**src/fevd_pkg.sv**
```systemverilog
package fevd_pkg;

    localparam int CAPACITY_DEF = 64;
    localparam int KEY_BITS_DEF = 64;
    localparam int ID_W         = 16;
    localparam int VALUE_W      = 64;
    localparam int LIMIT_W      = 7;
    localparam logic [LIMIT_W-1:0] LIMIT_RESET = 7'd64;

    // Command codes
    localparam logic [2:0] CMD_CREATE   = 3'd0;
    localparam logic [2:0] CMD_LOOKUP_V = 3'd1;
    localparam logic [2:0] CMD_LOOKUP_I = 3'd2;
    localparam logic [2:0] CMD_REBIND   = 3'd3;
    localparam logic [2:0] CMD_EVICT    = 3'd4;
    localparam logic [2:0] CMD_CLEAR    = 3'd5;

    // Status codes
    localparam logic [1:0] ST_OK   = 2'd0;
    localparam logic [1:0] ST_MISS = 2'd1;
    localparam logic [1:0] ST_FULL = 2'd2;

    typedef enum logic [2:0] {
        S_IDLE, S_TRIM_SCAN, S_TRIM_PASS, S_SCAN, S_EVICT_PASS, S_ID_PASS, S_RESP
    } state_t;

    typedef enum logic [1:0] { SK_ANY, SK_VALUE, SK_ID } scan_kind_t;
    typedef enum logic { PK_COMPACT, PK_REBIND } pass_kind_t;
    typedef enum logic [2:0] {
        RK_VALUE, RK_NEW, RK_FULL, RK_ID, RK_CLEAR, RK_BAD
    } resp_kind_t;

    typedef struct packed {
        logic       load_req;
        logic       scan_start;
        scan_kind_t scan_kind;
        logic       pass_start;
        pass_kind_t pass_kind;
        logic       pass_oldest;
        logic       resp_load;
        resp_kind_t resp_kind;
    } ctl_cmd_t;

    typedef struct packed {
        logic [2:0] req_cmd;
        logic       scan_done;
        logic       pass_done;
        logic       hit;
        logic       ge_lim;
        logic       over_lim;
        logic       out_busy;
    } ctl_stat_t;

endpackage

```
**src/fevd_ctrl.sv**
```systemverilog
module fevd_ctrl (
    input  logic                aclk,
    input  logic                aresetn,
    input  logic                s_valid,
    output logic                s_ready,
    input  logic [2:0]          s_command,
    input  fevd_pkg::ctl_stat_t stat,
    output fevd_pkg::ctl_cmd_t  ctl
);
    import fevd_pkg::*;

    state_t state_reg, state_next;

    // Hold state
    always_ff @(posedge aclk) begin
        if (!aresetn) begin
            state_reg <= S_IDLE;
        end else begin
            state_reg <= state_next;
        end
    end

    // Sequence each request
    always_comb begin
        state_next      = state_reg;
        s_ready         = 1'b0;
        ctl             = '0;
        ctl.scan_kind   = SK_ANY;
        ctl.pass_kind   = PK_COMPACT;
        ctl.resp_kind   = RK_BAD;
        unique case (state_reg)
            S_IDLE: begin
                if (stat.over_lim) begin
                    ctl.scan_start = 1'b1;
                    state_next     = S_TRIM_SCAN;
                end else begin
                    s_ready = 1'b1;
                    if (s_valid) begin
                        ctl.load_req = 1'b1;
                        case (s_command)
                            CMD_CREATE, CMD_LOOKUP_V: begin
                                ctl.scan_start = 1'b1;
                                ctl.scan_kind  = SK_VALUE;
                                state_next     = S_SCAN;
                            end
                            CMD_LOOKUP_I, CMD_REBIND, CMD_EVICT: begin
                                ctl.scan_start = 1'b1;
                                ctl.scan_kind  = SK_ID;
                                state_next     = S_SCAN;
                            end
                            default: state_next = S_RESP;
                        endcase
                    end
                end
            end
            S_TRIM_SCAN: begin
                if (stat.scan_done) begin
                    ctl.pass_start  = 1'b1;
                    ctl.pass_oldest = 1'b1;
                    state_next      = S_TRIM_PASS;
                end
            end
            S_TRIM_PASS: begin
                if (stat.pass_done) begin
                    state_next = S_IDLE;
                end
            end
            S_SCAN: begin
                if (stat.scan_done) begin
                    state_next = S_RESP;
                    if (stat.req_cmd == CMD_CREATE && !stat.hit && stat.ge_lim) begin
                        ctl.pass_start  = 1'b1;
                        ctl.pass_oldest = 1'b1;
                        state_next      = S_EVICT_PASS;
                    end else if (stat.hit && stat.req_cmd == CMD_REBIND) begin
                        ctl.pass_start = 1'b1;
                        ctl.pass_kind  = PK_REBIND;
                        state_next     = S_ID_PASS;
                    end else if (stat.hit && stat.req_cmd == CMD_EVICT) begin
                        ctl.pass_start = 1'b1;
                        state_next     = S_ID_PASS;
                    end
                end
            end
            S_EVICT_PASS, S_ID_PASS: begin
                if (stat.pass_done) begin
                    state_next = S_RESP;
                end
            end
            S_RESP: begin
                if (!stat.out_busy) begin
                    ctl.resp_load = 1'b1;
                    state_next    = S_IDLE;
                    case (stat.req_cmd)
                        CMD_CREATE: begin
                            if (stat.hit) begin
                                ctl.resp_kind = RK_VALUE;
                            end else if (stat.ge_lim) begin
                                ctl.resp_kind = RK_FULL;
                            end else begin
                                ctl.resp_kind = RK_NEW;
                            end
                        end
                        CMD_LOOKUP_V: ctl.resp_kind = RK_VALUE;
                        CMD_LOOKUP_I, CMD_REBIND, CMD_EVICT: ctl.resp_kind = RK_ID;
                        CMD_CLEAR: ctl.resp_kind = RK_CLEAR;
                        default: ctl.resp_kind = RK_BAD;
                    endcase
                end
            end
            default: state_next = S_IDLE;
        endcase
    end

    a_resp_free: assert property (@(posedge aclk) disable iff (!aresetn)
        ctl.resp_load |-> !stat.out_busy) else $error("result overwritten");
    a_no_accept_busy: assert property (@(posedge aclk) disable iff (!aresetn)
        s_ready |-> (state_reg == S_IDLE && !stat.over_lim)) else $error("ready while busy");
    a_scan_exit: assert property (@(posedge aclk) disable iff (!aresetn)
        (state_reg == S_SCAN && stat.scan_done) |=> state_reg != S_SCAN)
        else $error("scan state stuck");

endmodule

```
**config.mk**
```make
export PLATFORM = sky130hd
export DESIGN_NAME = fevd_ctrl
export DESIGN_NICKNAME = d
export VERILOG_FILES = /design/src/fevd_pkg.sv /design/src/fevd_ctrl.sv
export SDC_FILE = /design/constraint.sdc
export NUM_CORES = 1
export LEC_CHECK = 0
export ABC_AREA = 1
export BUFFER_PORTS_ARGS = -buffer_cell sky130_fd_sc_hd__buf_2
export CORE_AREA = 2 2 39 41
export DETAILED_ROUTE_END_ITERATION = 10
export DIE_AREA = 0 0 41 43
export PLACE_DENSITY_LB_ADDON = 0.08
export REMOVE_ABC_BUFFERS = 1
export SLEW_MARGIN = 40
export SYNTH_ARGS = -nofsm -noshare
export SYNTH_HDL_FRONTEND = slang
export SYNTH_SLANG_ARGS = --single-unit
```
**constraint.sdc**
```tcl
create_clock -name aclk -period 2.2 [get_ports aclk]
set_input_delay 0.11 -clock aclk [delete_from_list [all_inputs] [get_ports aclk]]
set_output_delay 0.11 -clock aclk [all_outputs]
set_load 0.01 [all_outputs]
```
==> results of run 1 <==
placed cells by master (no fill, tap or decap), types with 3 or more instances in the layout:
cell,synthesis,layout
dfxtp_1,3,3
inv_1,13,13
nor2_1,13,13
clkbuf_4,0,3
o21ai_0,5,5
buf_2,0,26
nand2_1,21,21
nand3_1,8,8
a21oi_1,4,4
worst paths after layout:
| path | start | end | slack [ns] | cells after the start |
|---|---|---|---|---|
| setup / recovery | state_reg[0] | ctl[6] | 0.46 | 6 |
| hold / removal | aresetn | state_reg[2] | 0.12 | 3 |
| setup reg to reg | state_reg[0] | state_reg[1] | 0.88 | 6 |
| hold reg to reg | state_reg[2] | state_reg[2] | 0.57 | 2 |
critical path, stage by stage (launching register included):
cell     delay (ns)
dfxtp_1        0.50
nand2_1        0.08
nor2_1         0.25
nand2_1        0.13
o21ai_2        0.17
a31o_2         0.12
buf_2          0.12
layout make-up:
type	count	area, um^2	area share
clock buffer	4	26.3	0.0423
inverter	13	48.8	0.0786
multi-input combinational	66	335	0.540
sequential	3	60.1	0.0968
tap	16	20.0	0.0323
timing repair buffer	26	130	0.210
logic make-up (layout without fill, tap and decap cells):
group / after synthesis / after routing / share of synthesized area
and+or+nand+nor: 51 / 51 / 0.537
DFF: 3 / 3 / 0.133
buffers and inverters: 14 / 43 / 0.125
AOI/OAI and AO/OA: 15 / 15 / 0.205
routing by layer:
| layer | global-route usage | up-vias | wire length [um] |
|---|---|---|---|
| met5 | 0 | - | 0 |
| met4 | 0.0400 | 0 | 13 |
| met3 | 0.0628 | 4 | 118 |
| met2 | 0.222 | 29 | 509 |
| met1 | 0.170 | 269 | 508 |
| li1 | - | 331 | - |
power groups by stage:
stage | logic, mW | registers, mW | clock network [mW]
detailed placement | 0.321 | 0.121 | 0
floorplan | 0.235 | 0.110 | 0
global placement | 0.329 | 0.120 | 0
CTS | 0.322 | 0.119 | 0.102
global route | 0.364 | 0.125 | 0.111
finish | 0.320 | 0.120 | 0.108
==> metrics.md, run 1 <==
| Metric | Value |
|---|---|
| EDFF count, synth | 0 |
| Layout Area Growth over Synthesis | 37.4% |
| Reg clk slew, reported paths | 0.04 ns |
| Type of the tightest min-delay check | in -> reg |
| Final ANT Viol Nets | 0 |
| Initial antenna violation count | 0 |
| Warnings, synthesis | 0 |
| Vias | 633 |
| Post-CTS sizing | 0 |
| Power per Cell Area | 883 nW/um^2 |
| Sw frac | 0.498 |
| Status | complete, no violations |
| Top cells by area, synth | nand2_1 17%, dfxtp_1 13%, inv_1 11% |
| Worst slack at placement | 0.716 ns |
| Clock Skews | 0.00645 ns |
| Largest net degree at the start of global routing | 10 |
| Clock Sinks | 3 |
| Pre-antenna DRT Iters | 5 |
| Die Area | 1760 um^2 |
| Drc violations | 0 |
| Setup ws final | 0.463 ns |
| Period utilization | 0.790 |
| Vias per std cell | 4.95 |
| Top cell type's share of synthesized area | 0.175 |
| Most area-hungry cell type in the Yosys netlist | nand2_1 |
| Largest register FFs | 3 |
| # rows | 14 |
| Layout Nets | 128 |
| Final Instance Count excl. Fillers | 128 |
| Setup crit start kind | register |
| P_int | 275 uW |
| Ys flop type | dfxtp_1 |
| Seq/Total Area, Yosys | 0.133 |
| Design area | 621 um^2 |
| Max IR drop VDD | 416 uV |
| IO Pins | 27 |
| Initial cell density of the core | 0.326 |
| Final Hold Fails | 0 |
| CTS Hold Buffers Added | 0 |
| Ant. Diodes | 0 |
| Routed wire per std cell | 8.98 um |
| Final GP Congestion | 0.835 |
| Core outline area | 1380 um^2 |
| Root buffer cell | clkbuf_4 |
| Die height | 43 um |
| Synthesized instance count | 83 |
| Reg power frac | 0.219 |
| Core Util, Final | 0.448 |
| Slew of the pin with the lowest slew margin | 0.316 ns |
| # setup viols final | 0 |
| Synth Cell Area | 452 um^2 |
| RSZ-0062 raised after global routing | no |
| H-Tree Level Count | 1 |
| Total negative setup slack | 0 ns |
| Layout cells sized above 1 | 0.313 |
| Post-route minimum period | 1.74 ns |
| Fin. max-slew vios | 0 |
| Final hold slack | 0.120 ns |
| Logic gate share of total power | 0.584 |
| Placed cells | 124 |
| Post-route total power | 548 uW |
| Most numerous cell in the Yosys netlist | nand2_1 |
| Setup bufs post-CTS | 0 |
| # Max-Cap Violations | 0 |
| Switching power | 273 uW |
| Dpl cell area | 594 um^2 |
| Dpl hpwl | 952 um |
| Num CTS Buffers | 3 |
| Routed Wire Length | 1.15 mm |
| Die Wd | 41 um |
| Max_slew headroom | 0.789 |
| Critical path required time | 2.09 ns |
| Deepest clock path buffer count | 2 |
| # port buffers | 26 |
| Vias in the first global route | 503 |
| CTS tree | done |
| Worst-Skew Late Latency | 0.25 ns |
| Post-synth ARST share | 0 |
| Most frequent cells after synthesis | 21 x nand2_1, 13 x inv_1, 13 x nor2_1 |
| Leakage power total | 0.354 nW |
| Crit path DAT | 1.63 ns |
| Worst setup path class | reg -> out |
| GRT overflow | 0 |
| Filler Cell Count | 156 |
| Yosys cell types | 19 |
| Max frequency | 576 MHz |
| Mean Syn Cell Area | 5.44 um^2 |
| DRC marker count from the first detailed-route iteration | 6 |
| Critical path fanouts, max | 9 |
| Total GRT Usage | 0.142 |
| FF+latch count, synth | 3 |
| First-pass GRT wire length | 1.76 mm |
| Clock group share of total power | 0.196 |
| Worst setup EP type | primary output |
(Power assumes the default switching activity.)
==> run 2: changes to the inputs <==
--- a/config.mk
+++ b/config.mk
@@ -5,7 +5,7 @@
 export SDC_FILE = /design/constraint.sdc
 export NUM_CORES = 1
 export LEC_CHECK = 0
-export ABC_AREA = 1
+export ABC_AREA = 0
 export BUFFER_PORTS_ARGS = -buffer_cell sky130_fd_sc_hd__buf_2
 export CORE_AREA = 2 2 39 41
 export DETAILED_ROUTE_END_ITERATION = 10
==> constraint.sdc (replaced) <==
create_clock -name aclk -period 1.5 [get_ports aclk]
set_input_delay 0.075 -clock aclk [delete_from_list [all_inputs] [get_ports aclk]]
set_output_delay 0.075 -clock aclk [all_outputs]
set_load 0.01 [all_outputs]
==> run 2 against run 1 <==
Compared with the run above:
- synthesized cell count shrank 14%
- final area grew 13%
- first-iteration DRC count grew 50%
- highest routed layer unchanged
==> metrics.md, run 2 <==
| Metric | Value |
|---|---|
| FF+latch count, synth | 3 (unchanged) |
| Most numerous cell in the Yosys netlist | nor2_1 |
| Root buffer cell | clkbuf_4 |
| FF-to-FF setup slack | 0.11 ns (-0.77 ns) |
| Final Hold Fails | 0 (unchanged) |
| Largest register FFs | 3 (unchanged) |
| Layout Nets | 118 (-7.8%) |
| Hold depth | 3 (unchanged) |
| Initial cell density of the core | 0.333 (+0.00633) |
| Critical path fanouts, max | 4 (-5) |
| GRT overflow | 0 (unchanged) |
| Initial antenna violation count | 0 (unchanged) |
| Final GP Congestion | 0.731 (-13%) |
| Routed wire per std cell | 10.6 um (+18%) |
| Synthesized instance count | 71 (-14%) |
| CTS Hold Buffers Added | 0 (unchanged) |
| CP startpoint | state_reg[2] |
| Routed Wire Length | 1.25 mm (+8.7%) |
| Drc violations | 0 (unchanged) |
| Crit path DAT | 1.56 ns (-0.07 ns) |
| Ys flop type | dfxtp_1 |
| Layout cells sized above 1 | 0.402 (+0.0895) |
| Commonest non-fill, non-tap cells in the layout | 26 x buf_2, 9 x nor2_1, 5 x o21ai_0, 5 x inv_1, 5 x a21oi_1 |
| Largest net degree at the start of global routing | 17 (+7) |
| Worst setup EP type | register |
| EDFF count, synth | 0 (unchanged) |
| Sw frac | 0.445 (-0.0536) |
| Max_slew headroom | 0.769 (-0.0195) |
| Top cells by area, synth | dfxtp_1 13%, nor2_1 7.3%, o21ai_0 6.5% |
| Post-route minimum period | 1.39 ns |
| Status | complete, no violations |
| Footprint of the multi-input gates | 404 um^2 (+21%) |
| Pre-antenna DRT Iters | 3 (-2) |
| Final Instance Count excl. Fillers | 118 (-7.8%) |
| Logic gate share of total power | 0.678 (+0.094) |
| # rows | 14 (unchanged) |
| Vias | 614 (-3.0%) |
| Top cell type's share of synthesized area | 0.130 (-0.0441) |
| Dpl hpwl | 1.01 mm (+6.3%) |
| Vias in the first global route | 589 (+17%) |
| Placed cells | 114 (-8.1%) |
| Clock group share of total power | 0.155 (-0.041) |
| Seq/Total Area, Yosys | 0.130 (-0.00253) |
| Worst R2R End | state_reg[1] |
| Most frequent cells after synthesis | 9 x nor2_1, 6 x o21ai_0, 5 x a21oi_1, 5 x inv_1 |
| Setup crit start kind | register |
| Metal2 WL | 620 um (+22%) |
| Warnings, synthesis | 0 (unchanged) |
| Critical path required time | 1.66 ns (-0.43 ns) |
| Type of the tightest min-delay check | in -> reg |
| Reg power frac | 0.167 (-0.052) |
| IO Pins | 27 (unchanged) |
| # port buffers | 26 (unchanged) |
| Slew of the pin with the lowest slew margin | 0.341 ns (+0.0250 ns) |
| Worst setup path end | state_reg[1] |
| Length of routed met3 wiring | 48 um (-59%) |
| Max frequency | 717 MHz |
| Final ANT Viol Nets | 0 (unchanged) |
| Leakage power total | 0.340 nW (-3.9%) |
| CTS tree | done |
| Core outline area | 1380 um^2 (unchanged) |
| Filler Cell Count | 153 (-1.9%) |
| Top sig layer | met4 |
| Reg clk slew, reported paths | 0.04 ns (about the same) |
| Switching power | 407 uW (+49%) |
| Yosys cell types | 31 (+12) |
| H-Tree Level Count | 1 (unchanged) |
| Mean Syn Cell Area | 6.49 um^2 (+19%) |
| Synth Cell Area | 460 um^2 (+1.9%) |
| Total GRT Usage | 0.172 (+0.0296) |
| Period utilization | 0.930 |
| Clock Skews | 0.00109 ns (-0.00536 ns) |
| Layout Area Growth over Synthesis | 51.9% |
| Clock Sinks | 3 (unchanged) |
| Worst-Skew Late Latency | 0.23 ns (-0.02 ns) |
| Commonest non-fill, non-tap cell in the layout | buf_2 |
| Max IR drop VDD | 452 uV (+8.7%) |
| FF/Latch Area | 62.6 um^2 (+4.2%) |
| Crit Reg-Reg Startpoint | state_reg[2] |
| Met1 WL | 564 um (+11%) |
| P_int | 508 uW (+85%) |
| Num CTS Buffers | 3 (unchanged) |
| Worst setup path class | reg -> reg |
| Deepest clock path buffer count | 2 (unchanged) |
| Total negative setup slack | 0 ns (unchanged) |
| DRC marker count from the first detailed-route iteration | 9 (+3) |
| First-pass GRT wire length | 2.19 mm (+25%) |
| Power per Cell Area | 1310 nW/um^2 (+48%) |
| Die Area | 1760 um^2 (unchanged) |
| Most area-hungry cell type in the Yosys netlist | dfxtp_1 |
| Die Wd | 41 um (unchanged) |
| R2R depth | 4 (-2) |
| Fin. max-slew vios | 0 (unchanged) |
| Die height | 43 um (unchanged) |
| Post-route total power | 914 uW (+67%) |
| RSZ-0062 raised after global routing | yes |
| Vias per std cell | 5.20 (+5.2%) |
| Ant. Diodes | 0 (unchanged) |
| # setup viols final | 0 (unchanged) |
| Post-synth ARST share | 0 (unchanged) |
| # Max-Cap Violations | 0 (unchanged) |
-- run 2: final cells by class --
cell class | count | share of cell area
tap | 16 | 0.0286
timing repair buffer | 30 | 0.240
inverter | 5 | 0.0268
clock buffer | 4 | 0.0376
multi-input combinational | 60 | 0.578
sequential | 3 | 0.0894
-- run 2: through the flow --
step / instance area, um^2 / util / worst slack, ns / hold slack, ns
after floorplan: 448 / - / -0.0157 / 0.201
after global placement: 628 / 0.454 / 0.0793 / 0.351
after global routing: 699 / 0.505 / -0.00118 / 0.129
final: 699 / 0.505 / 0.105 / 0.103
after CTS: 668 / 0.483 / 0.0107 / 0.102
after detailed placement: 628 / 0.454 / 0.0637 / 0.348
-- run 2: cell families after synthesis --
family / share of synthesized area
buf+inv: 0.0679
flops: 0.130
compound gates: 0.315
mux: 0.0217
simple gates: 0.465
-- run 2: worst max-delay path, cell delays in order, from the launching register on --
cell,delay [ns]
dfxtp_2,0.31
or4_4,0.53
a21o_1,0.20
a21bo_1,0.17
a31oi_1,0.11
-- run 2: power by group through the flow --
stage	logic, mW	clock network (mW)	registers [mW]
global placement	0.565	0	0.140
floorplan	0.315	0	0.188
global route	0.697	0.150	0.158
CTS	0.589	0.148	0.142
detailed placement	0.562	0	0.141
finish	0.620	0.142	0.153
-- run 2: how the worst min path moves through the flow --
stage                  from      endpoint  slack (ns)
2_1_floorplan  s_command[2]        ctl[7]        0.20
3_3_place_gp        aresetn  state_reg[0]        0.35
3_5_place_dp        aresetn  state_reg[0]        0.35
4_1_cts             aresetn  state_reg[1]        0.10
5_1_grt             aresetn  state_reg[0]        0.13
6_report            aresetn  state_reg[0]        0.10
-- run 2: repair_timing --
action	in CTS	in global routing
buffers inserted	0	0
gates resized for setup	3	9
pin swaps	0	4
setup endpoints to repair	2	10
-- run 2: routing by layer --
metal	track usage	vias up
met1	0.222	268
met2	0.281	16
met5	0	-
met4	0.0800	0
li1	-	328
met3	0	2
==> run 3: changes to the inputs <==
--- a/config.mk
+++ b/config.mk
@@ -7,9 +7,8 @@
 export LEC_CHECK = 0
 export ABC_AREA = 0
 export BUFFER_PORTS_ARGS = -buffer_cell sky130_fd_sc_hd__buf_2
-export CORE_AREA = 2 2 39 41
+export CORE_UTILIZATION = 30
 export DETAILED_ROUTE_END_ITERATION = 10
-export DIE_AREA = 0 0 41 43
 export PLACE_DENSITY_LB_ADDON = 0.08
 export REMOVE_ABC_BUFFERS = 1
 export SLEW_MARGIN = 40
==> run 3 against run 2 <==
Compared with the run above:
- sequential share of layout area shrank 0.16 points
- die area shrank 3.8%
- largest cell class unchanged
- sequential cell count is the same
- wire length grew 2.5%
- worst setup slack lost 0.00070 ns
- maximum frequency is essentially flat
- utilization grew 0.56 points
==> metrics.md, run 3 (same netlist as run 2, synthesis figures left out) <==
| Metric | Value |
|---|---|
| Slew of the pin with the lowest slew margin | 0.351 ns (+0.00983 ns) |
| DRC marker count from the first detailed-route iteration | 6 (-3) |
| Design area | 698 um^2 (-0.18%) |
| # port buffers | 26 (unchanged) |
| Clock Sinks | 3 (unchanged) |
| CTS Hold Buffers Added | 0 (unchanged) |
| Leakage power total | 0.339 nW (-0.46%) |
| Worst-Skew Late Latency | 0.23 ns (about the same) |
| Type of the tightest min-delay check | in -> reg |
| First-pass GRT wire length | 1.93 mm (-12%) |
| Worst setup EP type | register |
| Layout Nets | 118 (unchanged) |
| Max frequency | 717 MHz (about the same) |
| Initial antenna violation count | 0 (unchanged) |
| Core Util, Final | 0.511 (+0.00556) |
| Layout Area Growth over Synthesis | 51.6% |
| # setup viols final | 0 (unchanged) |
| Root buffer cell | clkbuf_4 |
| Core outline area | 1370 um^2 (-1.3%) |
| Crit path DAT | 1.55 ns (about the same) |
| Placed cells | 113 (-0.88%) |
| H-Tree Level Count | 1 (unchanged) |
| Deepest clock path buffer count | 2 (unchanged) |
| Dpl hpwl | 959 um (-5.2%) |
| Clock Skews | 0.000589 ns (-0.000504 ns) |
| Fin. max-slew vios | 0 (unchanged) |
| # rows | 13 (-1) |
| Layout cells sized above 1 | 0.392 (-0.00980) |
| Critical path required time | 1.66 ns (about the same) |
| CTS tree | done |
| Max_slew headroom | 0.764 (-0.00545) |
| Die Wd | 41.2 um (+0.43%) |
| # Max-Cap Violations | 0 (unchanged) |
| Critical path fanouts, max | 4 (unchanged) |
| Final GP Congestion | 0.753 (+3.1%) |
| Vias per std cell | 5.15 (-1.1%) |
| Vias | 602 (-2.0%) |
| Vias in the first global route | 485 (-18%) |
| Ant. Diodes | 0 (unchanged) |
| Setup bufs post-CTS | 0 (unchanged) |
| Worst setup path class | reg -> reg |
| IO Pins | 27 (unchanged) |
| Commonest non-fill, non-tap cell in the layout | buf_2 |
| Status | complete, no violations |
| Routed Wire Length | 1.28 mm (+2.5%) |
| Largest net degree at the start of global routing | 17 (unchanged) |
| Pre-antenna DRT Iters | 4 (+1) |
| Period utilization | 0.930 (about the same) |
| Dpl cell area | 627 um^2 (-0.20%) |
| Setup crit start kind | register |
| Routed wire per std cell | 10.9 um (+3.4%) |
| Largest register FFs | 3 (unchanged) |
| Total GRT Usage | 0.163 (-0.00939) |
| Post-route minimum period | 1.40 ns (+0.000695 ns) |
| GRT overflow | 0 (unchanged) |
| Final Instance Count excl. Fillers | 117 (-0.85%) |
| Die height | 41.2 um (-4.2%) |
| Initial cell density of the core | 0.337 (+0.00427) |
| Num CTS Buffers | 3 (unchanged) |
| Final Hold Fails | 0 (unchanged) |
| Drc violations | 0 (unchanged) |
| Max IR drop VDD | 482 uV (+6.7%) |
| Commonest non-fill, non-tap cells in the layout | 26 x buf_2, 8 x nor2_1, 5 x inv_1, 5 x a21oi_1 |
| Post-route total power | 924 uW (+1.1%) |
| RSZ-0062 raised after global routing | yes |
| Power per Cell Area | 1320 nW/um^2 (+1.2%) |
| Reg clk slew, reported paths | 0.04 ns (about the same) |
| Die Area | 1700 um^2 (-3.8%) |
| Final ANT Viol Nets | 0 (unchanged) |
==> run 3: path summary, 6_finish.rpt <==
| path | to | slack (ns) | start | cells after the start |
|---|---|---|---|---|
| worst max register to register | state_reg[1] | 0.10 | state_reg[2] | 4 |
| worst min register to register | state_reg[0] | 0.57 | state_reg[0] | 2 |
| worst min-delay path | state_reg[0] | 0.12 | aresetn | 3 |
| worst max-delay path | state_reg[1] | 0.10 | state_reg[2] | 4 |
==> run 3: per-stage QoR <==
step                      TNS (ns)  hold WS, ns  setup slack (ns)
after floorplan            -0.0157        0.201           -0.0157
after global placement           0        0.354            0.0788
after detailed placement         0        0.350            0.0705
after CTS                        0        0.116           0.00828
after global routing      -0.00562        0.120          -0.00562
final                            0        0.120             0.105
==> run 3: worst max-delay path, cell delays in order, from the launching register on <==
cell and delay (ns):
dfxtp_1 0.31, or4_4 0.53, a21o_1 0.21, a21bo_1 0.17, a31oi_1 0.11
==> run 3: power by group <==
| part | internal (mW) | total [mW] | switching [mW] | leakage, nW |
|---|---|---|---|---|
| Clock | 0.0995 | 0.139 | 0.0390 | 0.0150 |
| Sequential | 0.115 | 0.153 | 0.0377 | 0.0251 |
| Combinational | 0.293 | 0.633 | 0.340 | 0.298 |
==> run 3: layout make-up <==
type,count,area [um^2]
fillers,154,668
repair buffers,30,168
well taps,15,18.8
inverters,5,18.8
flip-flops and latches,3,61.3
multi-input cells,60,405
clock buffers,4,26.3
==> run 3: layer usage <==
layer,wire (um),global-route usage
met5,0,0
met4,0,0.0242
met3,47,0.0163
met2,567,0.273
met1,666,0.225
==> run 3: what timing repair did <==
item | in CTS | in global routing
resized for setup | 3 | 9
pin swaps | 0 | 4
endpoints found under the setup margin | 4 | 10
